===== src/hw/rtl/fvn_pkg.sv =====
// ----------------------------------------------------------------------------
// fvn_pkg
// Shared constants, types and tables for the fractal value noise block.
// ----------------------------------------------------------------------------
package fvn_pkg;

   localparam int MAX_OCTAVES = 8;
   localparam int FRAC_BITS   = 16;
   localparam int OCT_W       = (MAX_OCTAVES > 1) ? $clog2(MAX_OCTAVES) : 1;

   localparam logic [31:0] MIX_MUL_A  = 32'h7feb352d;
   localparam logic [31:0] MIX_MUL_B  = 32'h846ca68b;
   localparam logic [31:0] SEED_MUL   = 32'h9e3779b1;
   localparam logic [31:0] SEED_STEP  = 32'd1013;
   localparam logic [31:0] AXIS_MUL [3] = '{32'd73856093, 32'd19349663, 32'd83492791};

   // w is a Q0.16 weight, kept one bit wider
   localparam int W_W = 17;

   // accumulator and normalisation
   localparam int ACC_W   = 32 + MAX_OCTAVES;
   localparam int LO_W    = ACC_W / 2;
   localparam int HI_W    = ACC_W - LO_W;
   localparam int RECIP_W = 24;
   localparam int PROD_W  = ACC_W + RECIP_W + 2;

   // round(2^(22+n) / (2^n - 1)), indexed by n-1
   localparam logic [RECIP_W-1:0] RECIP_TBL [8] = '{
      24'd8388608, 24'd5592405, 24'd4793490, 24'd4473924,
      24'd4329604, 24'd4260880, 24'd4227330, 24'd4210752
   };

   typedef struct packed {
      logic             vld;
      logic [OCT_W-1:0] octave;
      logic             last;
   } sb_type;

endpackage


===== src/hw/rtl/fvn_mix_cell.sv =====
// ----------------------------------------------------------------------------
// fvn_mix_cell
// One xorshift-multiply hash round over two registered steps.
// ----------------------------------------------------------------------------
module fvn_mix_cell (
   input  logic        clock,
   input  logic [31:0] h_in,
   input  logic [31:0] p_in,
   output logic [31:0] h_out
);

   logic [31:0] x0;
   logic [31:0] a_in, a_ff;
   logic [31:0] b_in, b_ff;

   assign x0    = h_in ^ p_in;
   assign a_in  = (x0 ^ (x0 >> 16)) * fvn_pkg::MIX_MUL_A;
   assign b_in  = (a_ff ^ (a_ff >> 15)) * fvn_pkg::MIX_MUL_B;
   assign h_out = b_ff ^ (b_ff >> 16);

   always_ff @(posedge clock) begin
      a_ff <= a_in;
      b_ff <= b_in;
   end

endmodule


===== config.mk =====
export PLATFORM = sky130hd
export DESIGN_NAME = fvn_mix_cell
export DESIGN_NICKNAME = d
export VERILOG_FILES = /design/src/hw/rtl/fvn_pkg.sv /design/src/hw/rtl/fvn_mix_cell.sv
export SDC_FILE = /design/constraint.sdc
export NUM_CORES = 1
export LEC_CHECK = 0
export BUFFER_PORTS_ARGS = -buffer_cell sky130_fd_sc_hd__buf_2
export CORE_AREA = 5 5 239 241
export DETAILED_ROUTE_END_ITERATION = 10
export DIE_AREA = 0 0 244 246
export GPL_ROUTABILITY_DRIVEN = 0
export HOLD_SLACK_MARGIN = 0.08
export PLACE_DENSITY = 0.59
export SLEW_MARGIN = 15
export SYNTH_ARGS = -nofsm -noshare
export SYNTH_HDL_FRONTEND = slang
export SYNTH_SLANG_ARGS = --single-unit

===== constraint.sdc =====
create_clock -name clock -period 7.9 [get_ports clock]
set_input_delay 0 -clock clock [delete_from_list [all_inputs] [get_ports clock]]
set_output_delay 0 -clock clock [all_outputs]
set_load 0.02 [all_outputs]

==> flow_summary.yaml <==
synthesis:
  syn-cell-area_um2: 19000
  postSynthNetCount: 2656
  ys_warn_count: 0
  ys_ff_latch: 64
  syn_inst: 1865
  synth_seq_area_share_pct: 6.75
  async_flop_share_pct: 0
  ys_types: 56
  synth-main-ff-cell: "dfxtp_1"
  synth_edf_count: 0
  avgSynthCellArea_um2: 10.2
sta:
  slew_violations: 0
  finalClockSkew_ns: 0.0254
  worstMarginPinSlew_ns: 1.06
  fin_crit_ns: 6.85
  slew_headroom_pct: 28.8
  clock.fmax_mhz: 146
  fin_tns_setup_ns: 0
  setup_violations: 0
  post-route-period-util_pct: 86.7
  rsz0062_at_grt: "false"
  whs_ns: 0.230
  finalHoldViolCount: 0
floorplan:
  ioPinCount: 97
  coreArea_um2: 54700
  start_util_pct: 34.7
  die_h_um: 246
  die_w_um: 244
  rows: 86
  die-area_um2: 60000
route:
  firstDrtPassIters: 4
  detail-route-antenna-nets: 0
  drt-total-wl_um: 47900
  dr_total_vias: 12500
  wl_per_cell_um: 17.7
  drc: 0
  drtIter0Drc: 427
  vias_per_cell: 4.64
setup_path:
  max_stage_delay_ns: 0.69
  critPathLaunch: "a_ff[19]$_DFF_P_"
  arrival_ns: 7.12
  path_cells: "xor2_1 -> buf_4 -> ha_1 -> ha_1 -> inv_1 -> fa_1 -> inv_1 -> fa_1 -> ha_1 -> ha_1 -> fa_1 -> fa_1 -> ha_1 -> a21o_1 -> a21o_1 -> a21o_1 -> a221oi_2 -> a21oi_2 -> o2111ai_2 -> nand2_2 -> a221oi_2 -> xnor2_1"
  crit_path_frequent_cell: "ha_1"
  crit-reg2reg-launch: "a_ff[19]$_DFF_P_"
  crit_type: "reg2reg"
  cp-start-kind: "register"
  worstPathMaxFanout: 7
  crit_path_end_kind: "register"
  crit_slowest_cell: "dfxtp_1"
  critical_path_required_ns: 8.17
place:
  io_buffers: 96
  dp_hpwl_um: 43200
  placed_area_um2: 20500
  dp_cells: 2681
finish:
  nets: 2779
  stdcell_area_um2: 20800
  final_common_cell: "inv_1"
  syn2layout_area_growth_pct: 9.69
  mostFrequentLayoutCells: "inv_1 (554), ha_1 (379), fa_1 (347)"
  drive_gt1_share_pct: 8.48
  instances_no_fill: 2697
  diodes: 0
run_status:
  outcome: "finished, final reports clean"
global_routing:
  antenna_found_initial: 0
  gr-total-overflow: 0
  track_usage_pct: 16.3
  grt_max_degree: 14
  grt_pass1_wl_um: 76700
  grt_pass1_vias: 14300
min_path:
  hold_path_class: "in2reg"
  min_from: "h_in[1]"
clock_tree:
  cts-root-buf: "clkbuf_16"
  cts_max_path_buffers: 2
  cts_buffers: 9
  ctsResizeCount: 0
  postCtsSetupRepairBufs: 0
  htreeDepth: 3
  cts_hold_buf: 0
  cts_num_sinks: 64
  cts_tree: "yes"
  clkTransAtPathRegs_ns: 0.06
  clock_latency_ns: 0.37
run:
  maxCapViolCount: 0
[layer usage]
metal / GRT usage, % / vias to the layer above / share of wire [%]
li1: - / 5904 / -
met4: 5.61 / 0 / 4.0
met2: 30.5 / 304 / 52
met3: 1.52 / 79 / 3.4
met1: 19.7 / 6214 / 41
met5: 0 / - / 0
[worst max-delay path: cells and delay by family, from the launching register on]
family / cells / cell delay [ns]
flops: 1 / 0.69
fa+ha+maj: 9 / 3.25
simple gates: 1 / 0.10
compound gates: 7 / 1.72
xor+xnor: 2 / 0.61
buf+inv: 3 / 0.42
[registers in the layout, indices dropped and copies added, names as in the netlist]
name / count
b_ff: 32
a_ff: 32
[synth_stat cells (16+ instances only)]
library cell | instances | share of area (%)
fa_1 | 347 | 37
nand2_1 | 27 | 0.53
nor2_1 | 34 | 0.67
xor2_1 | 78 | 3.6
buf_4 | 16 | 0.63
a21oi_1 | 32 | 0.84
ha_1 | 379 | 25
inv_1 | 554 | 11
dfxtp_1 | 64 | 6.8
a21o_1 | 44 | 1.7
xnor2_1 | 147 | 6.8
[logic make-up (layout without fill, tap and decap cells)]
family                   count (synthesis)  in the layout  share of synthesized area (%)
AO/OA/AOI/OAI                          147            147                           5.52
XOR/XNOR                               235            235                           11.4
adder cells (fa/ha/maj)                726            726                           61.6
buffers and inverters                  573            701                           11.6
flip-flops                              64             64                           6.75
multiplexers                             1              1                         0.0527
AND/OR/NAND/NOR                        119            119                           3.05
[through the flow]
step	setup WS, ns	utilization, %
6_report	1.05	38.1
5_1_grt	0.825	38.1
4_1_cts	1.10	38.1
3_5_place_dp	0.809	37.4
3_3_place_gp	0.980	37.4
2_1_floorplan	1.46	-
[worst paths after layout]
path                      endpoint  slack, ns  depth (start not counted)
hold / removal     a_ff[1]$_DFF_P_       0.23                          4
setup reg to reg  b_ff[30]$_DFF_P_       1.05                         22
hold reg to reg    b_ff[0]$_DFF_P_       0.67                          2
setup / recovery  b_ff[30]$_DFF_P_       1.05                         22
[area by class of cell]
class,count,area [µm²]
clock buffers,9,225
clock inverters,7,125
fillers,5427,33800
inverters,555,2080
multi-input cells,1228,15500
flip-flops and latches,64,1280
well taps,704,881
repair buffers,130,736
Power is left out: the tool's default activity adds up to more than one toggle a clock period on the data nets, which glitch-free logic cannot reach.
