## config.mk

```make
export PLATFORM = sky130hd
export DESIGN_NAME = fvn_fade
export DESIGN_NICKNAME = d
export VERILOG_FILES = /design/src/hw/rtl/fvn_pkg.sv /design/src/hw/rtl/fvn_fade.sv
export SDC_FILE = /design/constraint.sdc
export NUM_CORES = 2
export LEC_CHECK = 0
export ABC_AREA = 1
export BUFFER_PORTS_ARGS = -buffer_cell sky130_fd_sc_hd__buf_2
export CORE_ASPECT_RATIO = 1.25
export CORE_UTILIZATION = 50
export DETAILED_ROUTE_END_ITERATION = 7
export HOLD_SLACK_MARGIN = 0.1
export PLACE_DENSITY = 0.65
export SLEW_MARGIN = 15
export SYNTH_ARGS = -nofsm -noshare
export SYNTH_HDL_FRONTEND = slang
export SYNTH_SLANG_ARGS = --single-unit
```

## constraint.sdc

```tcl
create_clock -name clock -period 15.3 [get_ports clock]
set_input_delay 0 -clock clock [delete_from_list [all_inputs] [get_ports clock]]
set_output_delay 0 -clock clock [all_outputs]
set_load 0.02 [all_outputs]
```

## src/hw/rtl/fvn_pkg.sv

```systemverilog
// ----------------------------------------------------------------------------
// fvn_pkg
// Shared constants, types and tables for the fractal value noise block.
// ----------------------------------------------------------------------------
package fvn_pkg;

   localparam int MAX_OCTAVES = 8;
   localparam int FRAC_BITS   = 16;
   localparam int OCT_W       = (MAX_OCTAVES > 1) ? $clog2(MAX_OCTAVES) : 1;

   localparam logic [31:0] MIX_MUL_A  = 32'h7feb352d;
   localparam logic [31:0] MIX_MUL_B  = 32'h846ca68b;
   localparam logic [31:0] SEED_MUL   = 32'h9e3779b1;
   localparam logic [31:0] SEED_STEP  = 32'd1013;
   localparam logic [31:0] AXIS_MUL [3] = '{32'd73856093, 32'd19349663, 32'd83492791};

   // w is a Q0.16 weight, kept one bit wider
   localparam int W_W = 17;

   // accumulator and normalisation
   localparam int ACC_W   = 32 + MAX_OCTAVES;
   localparam int LO_W    = ACC_W / 2;
   localparam int HI_W    = ACC_W - LO_W;
   localparam int RECIP_W = 24;
   localparam int PROD_W  = ACC_W + RECIP_W + 2;

   // round(2^(22+n) / (2^n - 1)), indexed by n-1
   localparam logic [RECIP_W-1:0] RECIP_TBL [8] = '{
      24'd8388608, 24'd5592405, 24'd4793490, 24'd4473924,
      24'd4329604, 24'd4260880, 24'd4227330, 24'd4210752
   };

   typedef struct packed {
      logic             vld;
      logic [OCT_W-1:0] octave;
      logic             last;
   } sb_type;

endpackage

```

## src/hw/rtl/fvn_fade.sv

```systemverilog
// ----------------------------------------------------------------------------
// fvn_fade
// Smootherstep weight of a Q0.16 fraction, three registered steps.
// ----------------------------------------------------------------------------
module fvn_fade (
   input  logic                      clock,
   input  logic [15:0]               t,
   output logic [fvn_pkg::W_W-1:0]   w
);

   logic [31:0] tt_in, tt_ff;
   logic [15:0] t_ff;
   logic [15:0] t2;
   logic [31:0] t3r_in, t3r_ff;
   logic [37:0] p_sum;
   logic [21:0] p_in, p_ff;
   logic [15:0] t3;
   logic [37:0] wp;
   logic [fvn_pkg::W_W-1:0] w_in, w_ff;

   assign tt_in  = 32'(t) * 32'(t);
   assign t2     = tt_ff[31:16];
   assign t3r_in = 32'(t2) * 32'(t_ff);
   assign p_sum  = 38'd6 * 38'(tt_ff) + (38'd10 << 32) - 38'd15 * (38'(t_ff) << 16);
   assign p_in   = p_sum[37:16];
   assign t3     = t3r_ff[31:16];
   assign wp     = 38'(t3) * 38'(p_ff);
   assign w_in   = wp[16 +: fvn_pkg::W_W];
   assign w      = w_ff;

   always_ff @(posedge clock) begin
      tt_ff  <= tt_in;
      t_ff   <= t;
      t3r_ff <= t3r_in;
      p_ff   <= p_in;
      w_ff   <= w_in;
   end

endmodule

```

==> run_summary.xml <==
<?xml version="1.0" encoding="UTF-8"?>
<metrics>
  <group name="grt">
    <metric name="grt_antenna_before_repair" unit="">0</metric>
    <metric name="global_route.overflow_total" unit="">0</metric>
    <metric name="grt_max_degree" unit="">24</metric>
    <metric name="grt_pass1_vias" unit="">31797</metric>
    <metric name="grt.total_usage" unit="%">26.7</metric>
    <metric name="grt_first_pass_wirelength" unit="microns">156000</metric>
  </group>
  <group name="yosys">
    <metric name="yosys.cell_types.count" unit="">43</metric>
    <metric name="netlist_instances" unit="">5043</metric>
    <metric name="postSynthAreaPerCell" unit="sq um">7.18</metric>
    <metric name="synth_enable_flop_cells" unit="">0</metric>
    <metric name="ys_seq_area_share" unit="%">5.58</metric>
    <metric name="asyncSetResetFlopFracSynth" unit="%">0</metric>
    <metric name="synth_ff_type" unit="">dfxtp_1</metric>
    <metric name="ys_ff_latch" unit="">101</metric>
    <metric name="mapped_cell_area" unit="sq um">36200</metric>
    <metric name="syn_nets" unit="">6105</metric>
    <metric name="synth_warnings" unit="">0</metric>
  </group>
  <group name="floorplan">
    <metric name="fp.coreArea" unit="sq um">71200</metric>
    <metric name="start_util" unit="%">50.9</metric>
    <metric name="die_area" unit="sq um">73500</metric>
    <metric name="die_w" unit="microns">243</metric>
    <metric name="die-height" unit="microns">303</metric>
    <metric name="rows" unit="">109</metric>
    <metric name="ios" unit="">34</metric>
  </group>
  <group name="clock_tree">
    <metric name="clkSlewWorstSetupHoldPaths" unit="ns">0.09</metric>
    <metric name="worstSkewPairLatency" unit="ns">0.41</metric>
    <metric name="cts_tree" unit="">yes</metric>
    <metric name="cts_buffers" unit="">9</metric>
    <metric name="clock_sink_count" unit="">101</metric>
    <metric name="clock_path_buffers" unit="">2</metric>
    <metric name="post-cts-setup-buffer-count" unit="">0</metric>
    <metric name="cts_root_buffer" unit="">clkbuf_16</metric>
    <metric name="h-tree-depth" unit="">3</metric>
    <metric name="ctsResizeCount" unit="">0</metric>
  </group>
  <group name="cells_and_area">
    <metric name="num-nets-final" unit="">6018</metric>
    <metric name="mostFrequentLayoutCells" unit="">nand2_1 (1,386), inv_1 (1,362), fa_1 (656), ha_1 (389), nor2_1 (263)</metric>
    <metric name="area_growth_syn_to_layout" unit="%">3.58</metric>
    <metric name="antenna_cells" unit="">0</metric>
    <metric name="layout_commonest_cell" unit="">nand2_1</metric>
    <metric name="post_route_cells_drive_above_1_share" unit="%">1.87</metric>
  </group>
  <group name="sta">
    <metric name="worstMarginPinSlew" unit="ns">1.21</metric>
    <metric name="fin_crit_sh" unit="%">39.6</metric>
    <metric name="max_clock_freq" unit="GHz">0.165</metric>
    <metric name="post-route-min-period" unit="ns">6.06</metric>
    <metric name="hold_viol" unit="">0</metric>
    <metric name="fin_skew" unit="ns">0.0252</metric>
    <metric name="max_slew_margin" unit="%">19.3</metric>
    <metric name="report.final.slew_viol_count" unit="">0</metric>
    <metric name="setup_total_negative_slack" unit="ns">0</metric>
    <metric name="rsz_0062_raised_after_global_routing" unit="">false</metric>
    <metric name="final-setup-viol-count" unit="">0</metric>
    <metric name="holdWs" unit="ns">0.470</metric>
  </group>
  <group name="placed_design">
    <metric name="place.gp.congestion" unit="">0.964</metric>
    <metric name="dp_hpwl" unit="microns">78100</metric>
    <metric name="io_buffers" unit="">33</metric>
  </group>
  <group name="run_status">
    <metric name="outcome" unit="">completed</metric>
  </group>
  <group name="drt">
    <metric name="vias" unit="">30095</metric>
    <metric name="viasPerCell" unit="">5.10</metric>
    <metric name="ant_nets" unit="">0</metric>
    <metric name="finalWirelength" unit="microns">93600</metric>
    <metric name="violation_count_after_the_first_detailed_routing_iteration" unit="">1543</metric>
    <metric name="detailedRoute.firstPassIterationCount" unit="">5</metric>
    <metric name="wl_per_cell" unit="microns">15.8</metric>
    <metric name="drc" unit="">0</metric>
  </group>
  <group name="critical_path">
    <metric name="worst-setup-path-type" unit="">reg -&gt; reg</metric>
    <metric name="crit_required" unit="ns">15.63</metric>
    <metric name="critical_path.endpoint_type" unit="">flop</metric>
    <metric name="worst_ep_arrival_time" unit="ns">6.39</metric>
    <metric name="critical_path.max_fanout" unit="">22</metric>
    <metric name="timing.critical_path.from_type" unit="">flop</metric>
  </group>
  <group name="min_path">
    <metric name="hp-class" unit="">in -&gt; reg</metric>
  </group>
  <group name="job">
    <metric name="drv.max_cap_violation_count" unit="">0</metric>
  </group>
</metrics>
synth_stat cells (4+ instances only):
master | n | share of area (%)
a21boi_0 | 7 | 0.15
a21o_1 | 21 | 0.44
a21oi_1 | 178 | 2.5
and2_1 | 4 | 0.069
buf_1 | 8 | 0.083
buf_2 | 4 | 0.055
clkbuf_1 | 148 | 1.5
dfxtp_1 | 101 | 5.6
fa_1 | 656 | 36
ha_1 | 389 | 13
inv_1 | 1362 | 14
inv_2 | 5 | 0.052
nand2_1 | 1386 | 14
nand2_2 | 8 | 0.14
nand2b_1 | 4 | 0.069
nand3_1 | 175 | 2.4
nand3b_1 | 10 | 0.21
nand4_1 | 33 | 0.57
nor2_1 | 263 | 2.7
nor2_2 | 5 | 0.086
nor3_1 | 31 | 0.43
nor4_1 | 8 | 0.14
o21a_1 | 8 | 0.17
o21ai_0 | 78 | 1.1
o21ai_1 | 11 | 0.15
o21bai_1 | 32 | 0.66
or2_2 | 4 | 0.069
xnor2_1 | 24 | 0.58
xor2_1 | 60 | 1.5
stage by stage:
step,instances,util [%],cell area (sq um),setup WS (ns)
after floorplan,5043,-,36200,9.99
after global placement,5872,52.0,37000,9.23
after detailed placement,5872,52.0,37000,9.23
after CTS,5904,52.7,37500,9.23
after global routing,5904,52.7,37500,8.96
final,5904,52.7,37500,9.24
final cells by class:
cell class              instances  area [sq um]
inverters                    1368          5130
clock buffers                  10           229
clock inverters                 6          65.1
multi-input cells            3413         28400
flip-flops and latches        101          2020
repair buffers                 63           430
well taps                     943          1180
fillers                      7147         33700
critical path, cell delays in order (launching register included):
cell and delay (ns):
dfxtp_1 1.01, nand2_1 0.20, fa_1 0.57, inv_1 0.05
fa_1 0.50, inv_1 0.06, fa_1 0.55, inv_1 0.06
fa_1 0.45, fa_1 0.49, inv_1 0.04, fa_1 0.47
inv_1 0.05, ha_1 0.33, nand2_1 0.16, o21ai_0 0.43
o21ai_0 0.23, nand3b_1 0.15, xor2_1 0.20
registers in the layout, indices dropped and copies added (netlist names):
| signal | cells |
|---|---|
| t3r_ff | 16 |
| p_ff | 22 |
| w | 17 |
| tt_ff | 30 |
| t_ff | 16 |
timing repair:
| item | CTS | global route |
|---|---|---|
| hold buffers | 16 | 0 |
| endpoints found under the hold margin | 17 | 0 |
| setup endpoints to repair | 0 | 0 |
layer usage:
layer  track usage (%)  vias up  wire [microns]
li1                  -    14551               -
met1              30.7    14594           37500
met2              50.6      731           48700
met3              2.28      219            3540
met4              11.7        0            3870
met5                 0        -               0
kinds of logic (layout without fill, tap and decap cells):
kind of cell / after synthesis / count (layout) / share of synthesized area, %
flip-flops: 101 / 101 / 5.58
AO/OA/AOI/OAI: 343 / 343 / 5.27
AND/OR/NAND/NOR: 1940 / 1940 / 21.5
XOR/XNOR: 84 / 84 / 2.03
other: 1 / 1 / 0.0104
buffers and inverters: 1529 / 1447 / 15.9
adder cells (fa/ha/maj): 1045 / 1045 / 49.7
final timing paths:
path	end	cells past startpoint	startpoint	slack (ns)
worst max-delay path	w[8]	18	t3r_ff[23]	9.24
worst min register to register	p_ff[2]	5	t_ff[0]	1.07
worst max register to register	w[8]	18	t3r_ff[23]	9.24
worst min-delay path	t_ff[0]	2	t[0]	0.47
Power is not shown: default switching activity piles up to over one toggle a cycle in this logic, so the estimate is an artifact.
