`config.mk`:
```
export PLATFORM = sky130hd
export DESIGN_NAME = fvn_lerp
export DESIGN_NICKNAME = d
export VERILOG_FILES = /design/src/hw/rtl/fvn_pkg.sv /design/src/hw/rtl/fvn_lerp.sv
export SDC_FILE = /design/constraint.sdc
export NUM_CORES = 1
export LEC_CHECK = 0
export ABC_CLOCK_PERIOD_IN_PS = 30600
export BUFFER_PORTS_ARGS = -buffer_cell sky130_fd_sc_hd__buf_2
export CAP_MARGIN = 20
export CORE_MARGIN = 5
export CORE_UTILIZATION = 49
export CTS_CLUSTER_DIAMETER = 150
export DETAILED_ROUTE_END_ITERATION = 8
export PLACE_DENSITY = 0.66
export SLEW_MARGIN = 40
export SYNTH_ARGS = -nofsm -noshare
export SYNTH_HDL_FRONTEND = slang
export SYNTH_SLANG_ARGS = --single-unit
```
`constraint.sdc`:
```
create_clock -name clock -period 30.6 [get_ports clock]
set_input_delay 6.12 -clock clock [delete_from_list [all_inputs] [get_ports clock]]
set_output_delay 6.12 -clock clock [all_outputs]
set_load 0.05 [all_outputs]
```
`src/hw/rtl/fvn_pkg.sv`:
```
// ----------------------------------------------------------------------------
// fvn_pkg
// Shared constants, types and tables for the fractal value noise block.
// ----------------------------------------------------------------------------
package fvn_pkg;

   localparam int MAX_OCTAVES = 8;
   localparam int FRAC_BITS   = 16;
   localparam int OCT_W       = (MAX_OCTAVES > 1) ? $clog2(MAX_OCTAVES) : 1;

   localparam logic [31:0] MIX_MUL_A  = 32'h7feb352d;
   localparam logic [31:0] MIX_MUL_B  = 32'h846ca68b;
   localparam logic [31:0] SEED_MUL   = 32'h9e3779b1;
   localparam logic [31:0] SEED_STEP  = 32'd1013;
   localparam logic [31:0] AXIS_MUL [3] = '{32'd73856093, 32'd19349663, 32'd83492791};

   // w is a Q0.16 weight, kept one bit wider
   localparam int W_W = 17;

   // accumulator and normalisation
   localparam int ACC_W   = 32 + MAX_OCTAVES;
   localparam int LO_W    = ACC_W / 2;
   localparam int HI_W    = ACC_W - LO_W;
   localparam int RECIP_W = 24;
   localparam int PROD_W  = ACC_W + RECIP_W + 2;

   // round(2^(22+n) / (2^n - 1)), indexed by n-1
   localparam logic [RECIP_W-1:0] RECIP_TBL [8] = '{
      24'd8388608, 24'd5592405, 24'd4793490, 24'd4473924,
      24'd4329604, 24'd4260880, 24'd4227330, 24'd4210752
   };

   typedef struct packed {
      logic             vld;
      logic [OCT_W-1:0] octave;
      logic             last;
   } sb_type;

endpackage

```
`src/hw/rtl/fvn_lerp.sv`:
```
// ----------------------------------------------------------------------------
// fvn_lerp
// Registered linear blend a + ((b - a) * w) >>> 16.
// ----------------------------------------------------------------------------
module fvn_lerp (
   input  logic                    clock,
   input  logic signed [31:0]      a,
   input  logic signed [31:0]      b,
   input  logic [fvn_pkg::W_W-1:0] w,
   output logic signed [31:0]      r
);

   logic signed [32:0] diff;
   logic signed [50:0] prod;
   logic signed [50:0] sum;
   logic signed [31:0] r_in, r_ff;

   assign diff = 33'(b) - 33'(a);
   assign prod = 51'(diff) * 51'($signed({1'b0, w}));
   assign sum  = 51'(a) + (prod >>> 16);
   assign r_in = sum[31:0];
   assign r    = r_ff;

   always_ff @(posedge clock) begin
      r_ff <= r_in;
   end

endmodule

```
==> results.py, run 1 <==
metrics = {
    "status": {
        "status": "completed",
    },
    "timing": {
        "slew-limit-headroom": 0.399,
        "rsz0062_at_grt": "no",
        "worst_pin_slew_ps": 902,
        "max_freq_ghz": 0.0587,
        "finalCriticalPeriod_ps": 17030,
        "slew_viol_final": 0,
        "hold_viol": 0,
        "setup_ws_ps": 13570,
        "tns_ps": 0,
        "setup_violations": 0,
        "fin_crit_sh": 0.556,
    },
    "clock_tree": {
        "cts_max_level": 2,
        "cts_resized": 0,
        "cts_tree": "done",
        "numCtsBuffers": 5,
        "cts_hold_buf": 0,
        "clockRootBuffer": "clkbuf_16",
        "cts.sinks": 32,
        "cts.path.max_buffers": 2,
        "postCtsSetupBuffers": 0,
        "clk_pin_slew_ps": 60,
    },
    "drt": {
        "route.detailed.drc": 0,
        "wl_mm": 59.4,
        "vias": 17300,
        "firstDrtPassIters": 5,
        "drt_iter0_markers": 797,
        "wire_per_inst_um": 18.3,
        "final_antenna_net_count": 0,
        "vias_per_cell": 5.32,
    },
    "final_layout": {
        "nets": 3427,
        "syn2layout_area_growth_pct": 6.70,
        "largest_reg_flops": 32,
        "regArea_um2": 641,
        "final_common_cell": "inv_1",
        "layout_common_cells": "690 x inv_1, 516 x fa_1, 284 x and2_1",
        "multi_input_area_mm2": 0.0191,
        "fillers": 4321,
        "diodes": 0,
        "drive_gt1_frac": 0.0694,
        "postLayoutCoreUtil": 0.529,
    },
    "worst_setup_path": {
        "crit_fanout": 17,
        "cpLargestDelayFamily": "compound AO/OA/AOI/OAI gates",
        "required_ps": 30830,
        "crit_path_frequent_cell": "fa_1",
        "crit_type": "primary input to flop",
        "slowest_stage": "o41ai_1",
        "start_kind": "primary input",
        "worstPathArrival_ps": 17250,
        "slowest_delay_ps": 720,
        "cp-startpoint": "b[0]",
        "cp.buffers_inverters": 6,
        "critPathCaptureType": "flop",
    },
    "logic_synthesis": {
        "synth-seq-cells": 32,
        "synth_nets": 3366,
        "ys_top_cells_by_area": "fa_1 46%, inv_1 12%, ha_1 9.8%",
        "syn_inst": 2591,
        "ys_seq_area_frac": 0.0285,
        "yosys.area.top_type": "fa_1",
        "syn_area_per_cell_um2": 8.69,
        "ys_warn_count": 0,
        "yosysTopAreaCellShare": 0.459,
        "ys.flop_type": "dfxtp_1",
        "ys_types": 64,
        "synth.cell_area_mm2": 0.0225,
        "ys_async_sr_fraction": 0,
        "synth_edf_count": 0,
    },
    "floorplan": {
        "dieArea_mm2": 0.0503,
        "die_h_um": 224,
        "start_util": 0.496,
        "core-area_mm2": 0.0454,
        "die_w_um": 224,
        "pin_count": 114,
        "rows": 78,
    },
    "global_route": {
        "grt_max_degree": 34,
        "antenna_found_initial": 0,
        "grt_first_pass_wirelength_mm": 96.9,
        "grt_pass1_vias": 18700,
        "overflow": 0,
        "grt_use_total": 0.241,
    },
    "min_path": {
        "hold_path_class": "primary input to flop",
        "hold_path.startpoint": "a[0]",
    },
    "placed_design": {
        "dpl.hpwl_mm": 46.2,
        "place_ws_ps": 13370,
        "port_buffers": 113,
        "gp_congestion": 0.864,
    },
    "job": {
        "cap_violations": 0,
    },
}
routing by layer:
| metal | vias to the layer above | part of all wire | GRT usage |
|---|---|---|---|
| met5 | - | 0 | 0 |
| met4 | 0 | 0.046 | 0.0959 |
| met3 | 175 | 0.038 | 0.0217 |
| met2 | 464 | 0.53 | 0.441 |
| met1 | 8909 | 0.39 | 0.294 |
| li1 | 7745 | - | - |
final timing paths:
kind                        end  slack [ps]  cells after the start
setup / recovery  r[31]$_DFF_P_       13570                     43
hold / removal     r[0]$_DFF_P_        6090                      2
layout make-up:
class                      count  area share
timing repair buffer         142      0.0340
sequential                    32      0.0267
inverter                     690       0.108
clock inverter                 3    0.000782
tap                          600      0.0313
multi-input combinational   1781       0.794
clock buffer                   5     0.00521
cell families after synthesis:
group                    count (synthesis)  synth area share
XOR/XNOR                                96            0.0380
AO/OA/AOI/OAI                          272            0.0813
adder cells (fa/ha/maj)                693             0.557
flip-flops                              32            0.0285
multiplexers                             2          0.000945
AND/OR/NAND/NOR                        718             0.164
buffers and inverters                  778             0.130
synth_stat cells (2+ instances only):
cell type  instances
inv_1            690
fa_1             516
and2_1           284
nand2_1          264
ha_1             177
clkbuf_1          84
a21oi_1           73
xnor2_1           69
a21o_1            54
nor2_1            54
o21ai_0           45
nor2b_1           34
dfxtp_1           32
xor2_1            26
nand2b_1          20
and3_1            16
o21a_1            14
nand3_1           13
a211oi_1          10
a31oi_1           10
o21bai_1          10
nor3_1             9
nand4_1            8
o211ai_1           8
o31a_1             7
or3_1              5
a2111oi_0          4
buf_2              4
a211o_1            3
o21ai_2            3
o22ai_1            3
or2_2              3
a221o_1            2
a22o_1             2
a31o_2             2
nor4_1             2
o2111ai_1          2
o31ai_1            2
o41ai_1            2
per-stage QoR:
stage | hold slack, ps | instances | cell area [µm²]
floorplan | 6250 | 2591 | 22500
global placement | 6370 | 3244 | 23800
detailed placement | 6400 | 3245 | 23900
CTS | 6100 | 3253 | 24000
global route | 6100 | 3253 | 24000
finish | 6090 | 3253 | 24000
Power of run 1 is left out: the tool's default activity adds up to more than one toggle a clock period on the data nets, which glitch-free logic cannot reach.
==> inputs of run 2 (changes only) <==
--- a/config.mk
+++ b/config.mk
@@ -5,14 +5,14 @@
 export SDC_FILE = /design/constraint.sdc
 export NUM_CORES = 1
 export LEC_CHECK = 0
-export ABC_CLOCK_PERIOD_IN_PS = 30600
+export ABC_CLOCK_PERIOD_IN_PS = 14600
 export BUFFER_PORTS_ARGS = -buffer_cell sky130_fd_sc_hd__buf_2
 export CAP_MARGIN = 20
 export CORE_MARGIN = 5
 export CORE_UTILIZATION = 49
 export CTS_CLUSTER_DIAMETER = 150
 export DETAILED_ROUTE_END_ITERATION = 8
-export PLACE_DENSITY = 0.66
+export PLACE_DENSITY = 0.69
 export SLEW_MARGIN = 40
 export SYNTH_ARGS = -nofsm -noshare
 export SYNTH_HDL_FRONTEND = slang
==> constraint.sdc (replaced) <==
create_clock -name clock -period 14.6 [get_ports clock]
set_input_delay 2.92 -clock clock [delete_from_list [all_inputs] [get_ports clock]]
set_output_delay 2.92 -clock clock [all_outputs]
set_load 0.05 [all_outputs]
==> results.py, run 2 (synthesis gave the netlist of run 1 again) <==
metrics = {
    "status": {
        "status": "completed",
    },
    "min_path": {
        "hold_path_class": "primary input to flop",
        "holdPathEnd": "r[0]$_DFF_P_",
        "hold_path.startpoint": "a[0]",
        "min_path_cells": 2,
    },
    "clock_tree": {
        "cts_resized": 0,
        "cts.path.max_buffers": 2,
        "cts_tree": "done",
        "cts_max_level": 2,
        "clockRootBuffer": "clkbuf_16",
        "clk_pin_slew_ps": 60,
        "cts_hold_buf": 0,
        "cts.sinks": 32,
        "postCtsSetupBuffers": 0,
        "numCtsBuffers": 5,
    },
    "floorplan": {
        "die_h_um": 224,
        "start_util": 0.496,
        "die_w_um": 224,
        "core-area_mm2": 0.0454,
        "dieArea_mm2": 0.0503,
        "rows": 78,
        "pin_count": 114,
    },
    "drt": {
        "drt_iter0_markers": 875,
        "route.detailed.drc": 0,
        "vias_per_cell": 5.33,
        "wire_per_inst_um": 18.3,
        "firstDrtPassIters": 5,
        "wl_mm": 59.7,
        "final_antenna_net_count": 0,
        "vias": 17400,
    },
    "final_layout": {
        "largest_reg_flops": 32,
        "syn2layout_area_growth_pct": 6.37,
        "fillers": 4275,
        "layout_common_cells": "690 x inv_1, 515 x fa_1, 284 x and2_1",
        "stdcell_count": 3257,
        "nets": 3430,
        "final_common_cell": "inv_1",
        "drive_gt1_frac": 0.0674,
        "postLayoutCoreUtil": 0.528,
    },
    "timing": {
        "finalCriticalPeriod_ps": 13600,
        "fin_crit_sh": 0.932,
        "slew-limit-headroom": 0.400,
        "worst_pin_slew_ps": 899,
        "tns_ps": 0,
        "setup_violations": 0,
        "setup_ws_ps": 996,
        "hold_viol": 0,
        "rsz0062_at_grt": "no",
        "slew_viol_final": 0,
        "max_freq_ghz": 0.0735,
    },
    "global_route": {
        "grt_use_total": 0.244,
        "antenna_found_initial": 0,
        "overflow": 0,
        "grt_max_degree": 34,
        "grt_first_pass_wirelength_mm": 98.4,
        "grt_pass1_vias": 19400,
    },
    "worst_setup_path": {
        "slowest_stage": "fa_1",
        "worstPathArrival_ps": 13830,
        "start_kind": "primary input",
        "critPathCaptureType": "flop",
        "crit_fanout": 7,
        "required_ps": 14820,
        "slowest_delay_ps": 570,
        "crit_type": "primary input to flop",
    },
    "job": {
        "cap_violations": 0,
    },
    "placed_design": {
        "gp_congestion": 0.894,
        "port_buffers": 113,
        "dpl.hpwl_mm": 47.7,
        "dp.cells": 3248,
        "place_ws_ps": 658,
    },
}
[run 2: cell count changes in the layout (fill, tap and decap cells not counted), sizes merged]
cell	before	now
diode	0	1
buf	142	145
[run 2: how the worst max path moves through the flow]
stage          from  slack [ps]             to
4_1_cts        b[0]         930  r[31]$_DFF_P_
3_5_place_dp   b[0]         660  r[31]$_DFF_P_
6_report       b[0]        1000  r[30]$_DFF_P_
2_1_floorplan  b[0]        1970  r[31]$_DFF_P_
5_1_grt        b[0]          60  r[31]$_DFF_P_
3_3_place_gp   b[0]        1040  r[30]$_DFF_P_
[run 2: cell type report]
class,instances,area (µm²),share of cell area
inverters,690,2590,0.108
repair buffers,145,818,0.0342
flip-flops and latches,32,641,0.0268
clock inverters,3,18.8,0.000784
diodes,1,2.50,0.000105
well taps,600,751,0.0314
clock buffers,5,125,0.00523
multi-input cells,1781,19000,0.793
[run 2: layer usage]
layer	track usage	vias up	wire length, µm
li1	-	7779	-
met1	0.297	8857	22900
met2	0.444	568	31300
met3	0.0260	170	2880
met4	0.0968	0	2670
met5	0	-	0
[run 2: worst max-delay path, delay by kind of cell]
kind,cells,cell delay [ps]
and+or+nand+nor,6,1100
AOI/OAI and AO/OA,18,4720
buffers and inverters,5,270
adders and majority gates,10,4230
xor gates and xnor gates,3,560
[run 2: per-stage QoR]
| step | hold WS [ps] | area [µm²] |
|---|---|---|
| 3_3_place_gp | 3160 | 23800 |
| 4_1_cts | 2870 | 23900 |
| 3_5_place_dp | 3180 | 23800 |
| 6_report | 2870 | 23900 |
| 2_1_floorplan | 3050 | 22500 |
| 5_1_grt | 2880 | 23900 |
Power of run 2 is left out for the same reason.
==> inputs of run 3 (changes only) <==
--- a/config.mk
+++ b/config.mk
@@ -5,12 +5,14 @@
 export SDC_FILE = /design/constraint.sdc
 export NUM_CORES = 1
 export LEC_CHECK = 0
+export ABC_AREA = 1
 export ABC_CLOCK_PERIOD_IN_PS = 14600
 export BUFFER_PORTS_ARGS = -buffer_cell sky130_fd_sc_hd__buf_2
 export CAP_MARGIN = 20
 export CORE_MARGIN = 5
 export CORE_UTILIZATION = 49
 export CTS_CLUSTER_DIAMETER = 150
+export CTS_CLUSTER_SIZE = 14
 export DETAILED_ROUTE_END_ITERATION = 8
 export PLACE_DENSITY = 0.69
 export SLEW_MARGIN = 40
==> constraint.sdc (replaced) <==
create_clock -name clock -period 14.6 [get_ports clock]
set_input_delay 2.92 -clock clock [delete_from_list [all_inputs] [get_ports clock]]
set_output_delay 2.92 -clock clock [all_outputs]
set_load 0.01 [all_outputs]
==> results.py, run 3 <==
metrics = {
    "status": {
        "status": "completed",
    },
    "timing": {
        "worst_pin_slew_ps": 924,
        "tns_ps": 0,
        "max_freq_ghz": 0.0770,
        "finalCriticalPeriod_ps": 12980,
        "setup_violations": 0,
        "fin_crit_sh": 0.889,
        "slew_viol_final": 0,
        "hold_viol": 0,
        "slew-limit-headroom": 0.382,
        "rsz0062_at_grt": "no",
    },
    "logic_synthesis": {
        "ys_warn_count": 0,
        "yosysTopAreaCellShare": 0.452,
        "synth_common_cells": "818 x inv_1, 516 x fa_1, 463 x nand2_1, 397 x nor2_1, 177 x ha_1",
        "ys_top_cells_by_area": "fa_1 45%, inv_1 13%, ha_1 9.7%",
        "ys.flop_type": "dfxtp_1",
        "synth_edf_count": 0,
        "syn_inst": 2953,
        "synth-seq-cells": 32,
        "synth.cell_area_mm2": 0.0228,
        "synth_nets": 3728,
        "ys_async_sr_fraction": 0,
        "yosysMostFrequentCell": "inv_1",
        "yosys.area.top_type": "fa_1",
        "ys_types": 51,
        "syn_area_per_cell_um2": 7.73,
        "ys_seq_area_frac": 0.0281,
    },
    "global_route": {
        "antenna_found_initial": 0,
        "grt_use_total": 0.276,
        "grt_pass1_vias": 20500,
        "overflow": 0,
        "grt_max_degree": 33,
        "grt_first_pass_wirelength_mm": 110,
    },
    "final_layout": {
        "syn2layout_area_growth_pct": 5.90,
        "drive_gt1_frac": 0.0639,
        "largest_reg_flops": 32,
        "diodes": 0,
        "layout_common_cells": "816 x inv_1, 516 x fa_1, 463 x nand2_1",
        "fillers": 4501,
        "nets": 3781,
        "final_common_cell": "inv_1",
    },
    "clock_tree": {
        "cts.sinks": 32,
        "cts_hold_buf": 0,
        "cts_max_level": 2,
        "postCtsSetupBuffers": 0,
        "cts_resized": 0,
        "cts.path.max_buffers": 2,
        "numCtsBuffers": 5,
        "clk_pin_slew_ps": 60,
        "clockRootBuffer": "clkbuf_16",
        "cts_tree": "done",
    },
    "worst_setup_path": {
        "crit_fanout": 11,
        "worstPathArrival_ps": 13140,
        "required_ps": 14750,
        "slowest_delay_ps": 610,
        "slowest_stage": "xor2_1",
        "crit_type": "primary input to flop",
        "cp.buffers_inverters": 9,
        "critPathCaptureType": "flop",
        "crit_path_frequent_cell": "inv_1",
        "start_kind": "primary input",
        "cpLargestDelayFamily": "adder cells",
    },
    "drt": {
        "firstDrtPassIters": 6,
        "route.detailed.drc": 0,
        "wire_per_inst_um": 19.0,
        "final_antenna_net_count": 0,
        "wl_mm": 68.6,
        "vias_per_cell": 5.30,
        "drt_iter0_markers": 1508,
        "vias": 19200,
    },
    "placed_design": {
        "gp_congestion": 0.971,
        "port_buffers": 113,
        "dpl.hpwl_mm": 58.6,
    },
    "floorplan": {
        "pin_count": 114,
        "rows": 79,
        "start_util": 0.492,
        "die_h_um": 226,
        "core-area_mm2": 0.0464,
        "dieArea_mm2": 0.0510,
        "die_w_um": 226,
    },
    "min_path": {
        "hold_path_class": "primary input to flop",
    },
    "job": {
        "cap_violations": 0,
    },
}
==> run 3: changes by cell type after synthesis, sizes merged, moves of 16 or more <==
| cell | change |
|---|---|
| and2 | -282 |
| nand2 | +205 |
| nor2 | +352 |
| inv | +131 |
| a21o | -43 |
| nand2b | -20 |
| xnor2 | -25 |
| nor2b | -34 |
| nand3 | +35 |
| a21oi | +55 |
| or2 | +16 |
| clkbuf | -18 |
| xor2 | +25 |
==> run 3: metrics by stage <==
stage	area, µm²	utilization	hold slack (ps)	instances	setup WS, ps
floorplan	22800	-	3050	2953	3380
global placement	23900	0.517	3170	3606	1690
detailed placement	24000	0.518	3170	3606	1370
CTS	24200	0.521	2870	3614	1640
global route	24200	0.522	2890	3614	1100
finish	24200	0.522	2880	3614	1620
==> run 3: kinds of logic (layout without fill, tap and decap cells) <==
group,count (synthesis),after routing,share of synthesized area
and+or+nand+nor,975,975,0.170
buffers and inverters,908,962,0.150
adders and majority gates,693,693,0.549
AOI/OAI and AO/OA,250,250,0.0642
xor gates and xnor gates,95,95,0.0374
DFF,32,32,0.0281
==> run 3: layout make-up <==
cell class	count	area [µm²]	share of cell area
multi-input cells	2013	18800	0.779
inverters	830	3120	0.129
well taps	607	759	0.0314
repair buffers	124	648	0.0268
flip-flops and latches	32	641	0.0265
clock buffers	5	125	0.00517
clock inverters	3	42.5	0.00176
==> run 3: per-layer routing <==
metal | track usage | vias to the layer above | wire, µm
met2 | 0.472 | 810 | 33400
met3 | 0.0344 | 163 | 4830
met4 | 0.0959 | 0 | 2920
met1 | 0.363 | 9516 | 27400
li1 | - | 8670 | -
met5 | 0 | - | 0
==> run 3: path summary, 6_finish.rpt <==
check | from | end | cells after the start | slack [ps]
setup / recovery | a[0] | r[28]$_DFF_P_ | 44 | 1620
hold / removal | a[0] | r[0]$_DFF_P_ | 2 | 2880
Power of run 3 is left out for the same reason.
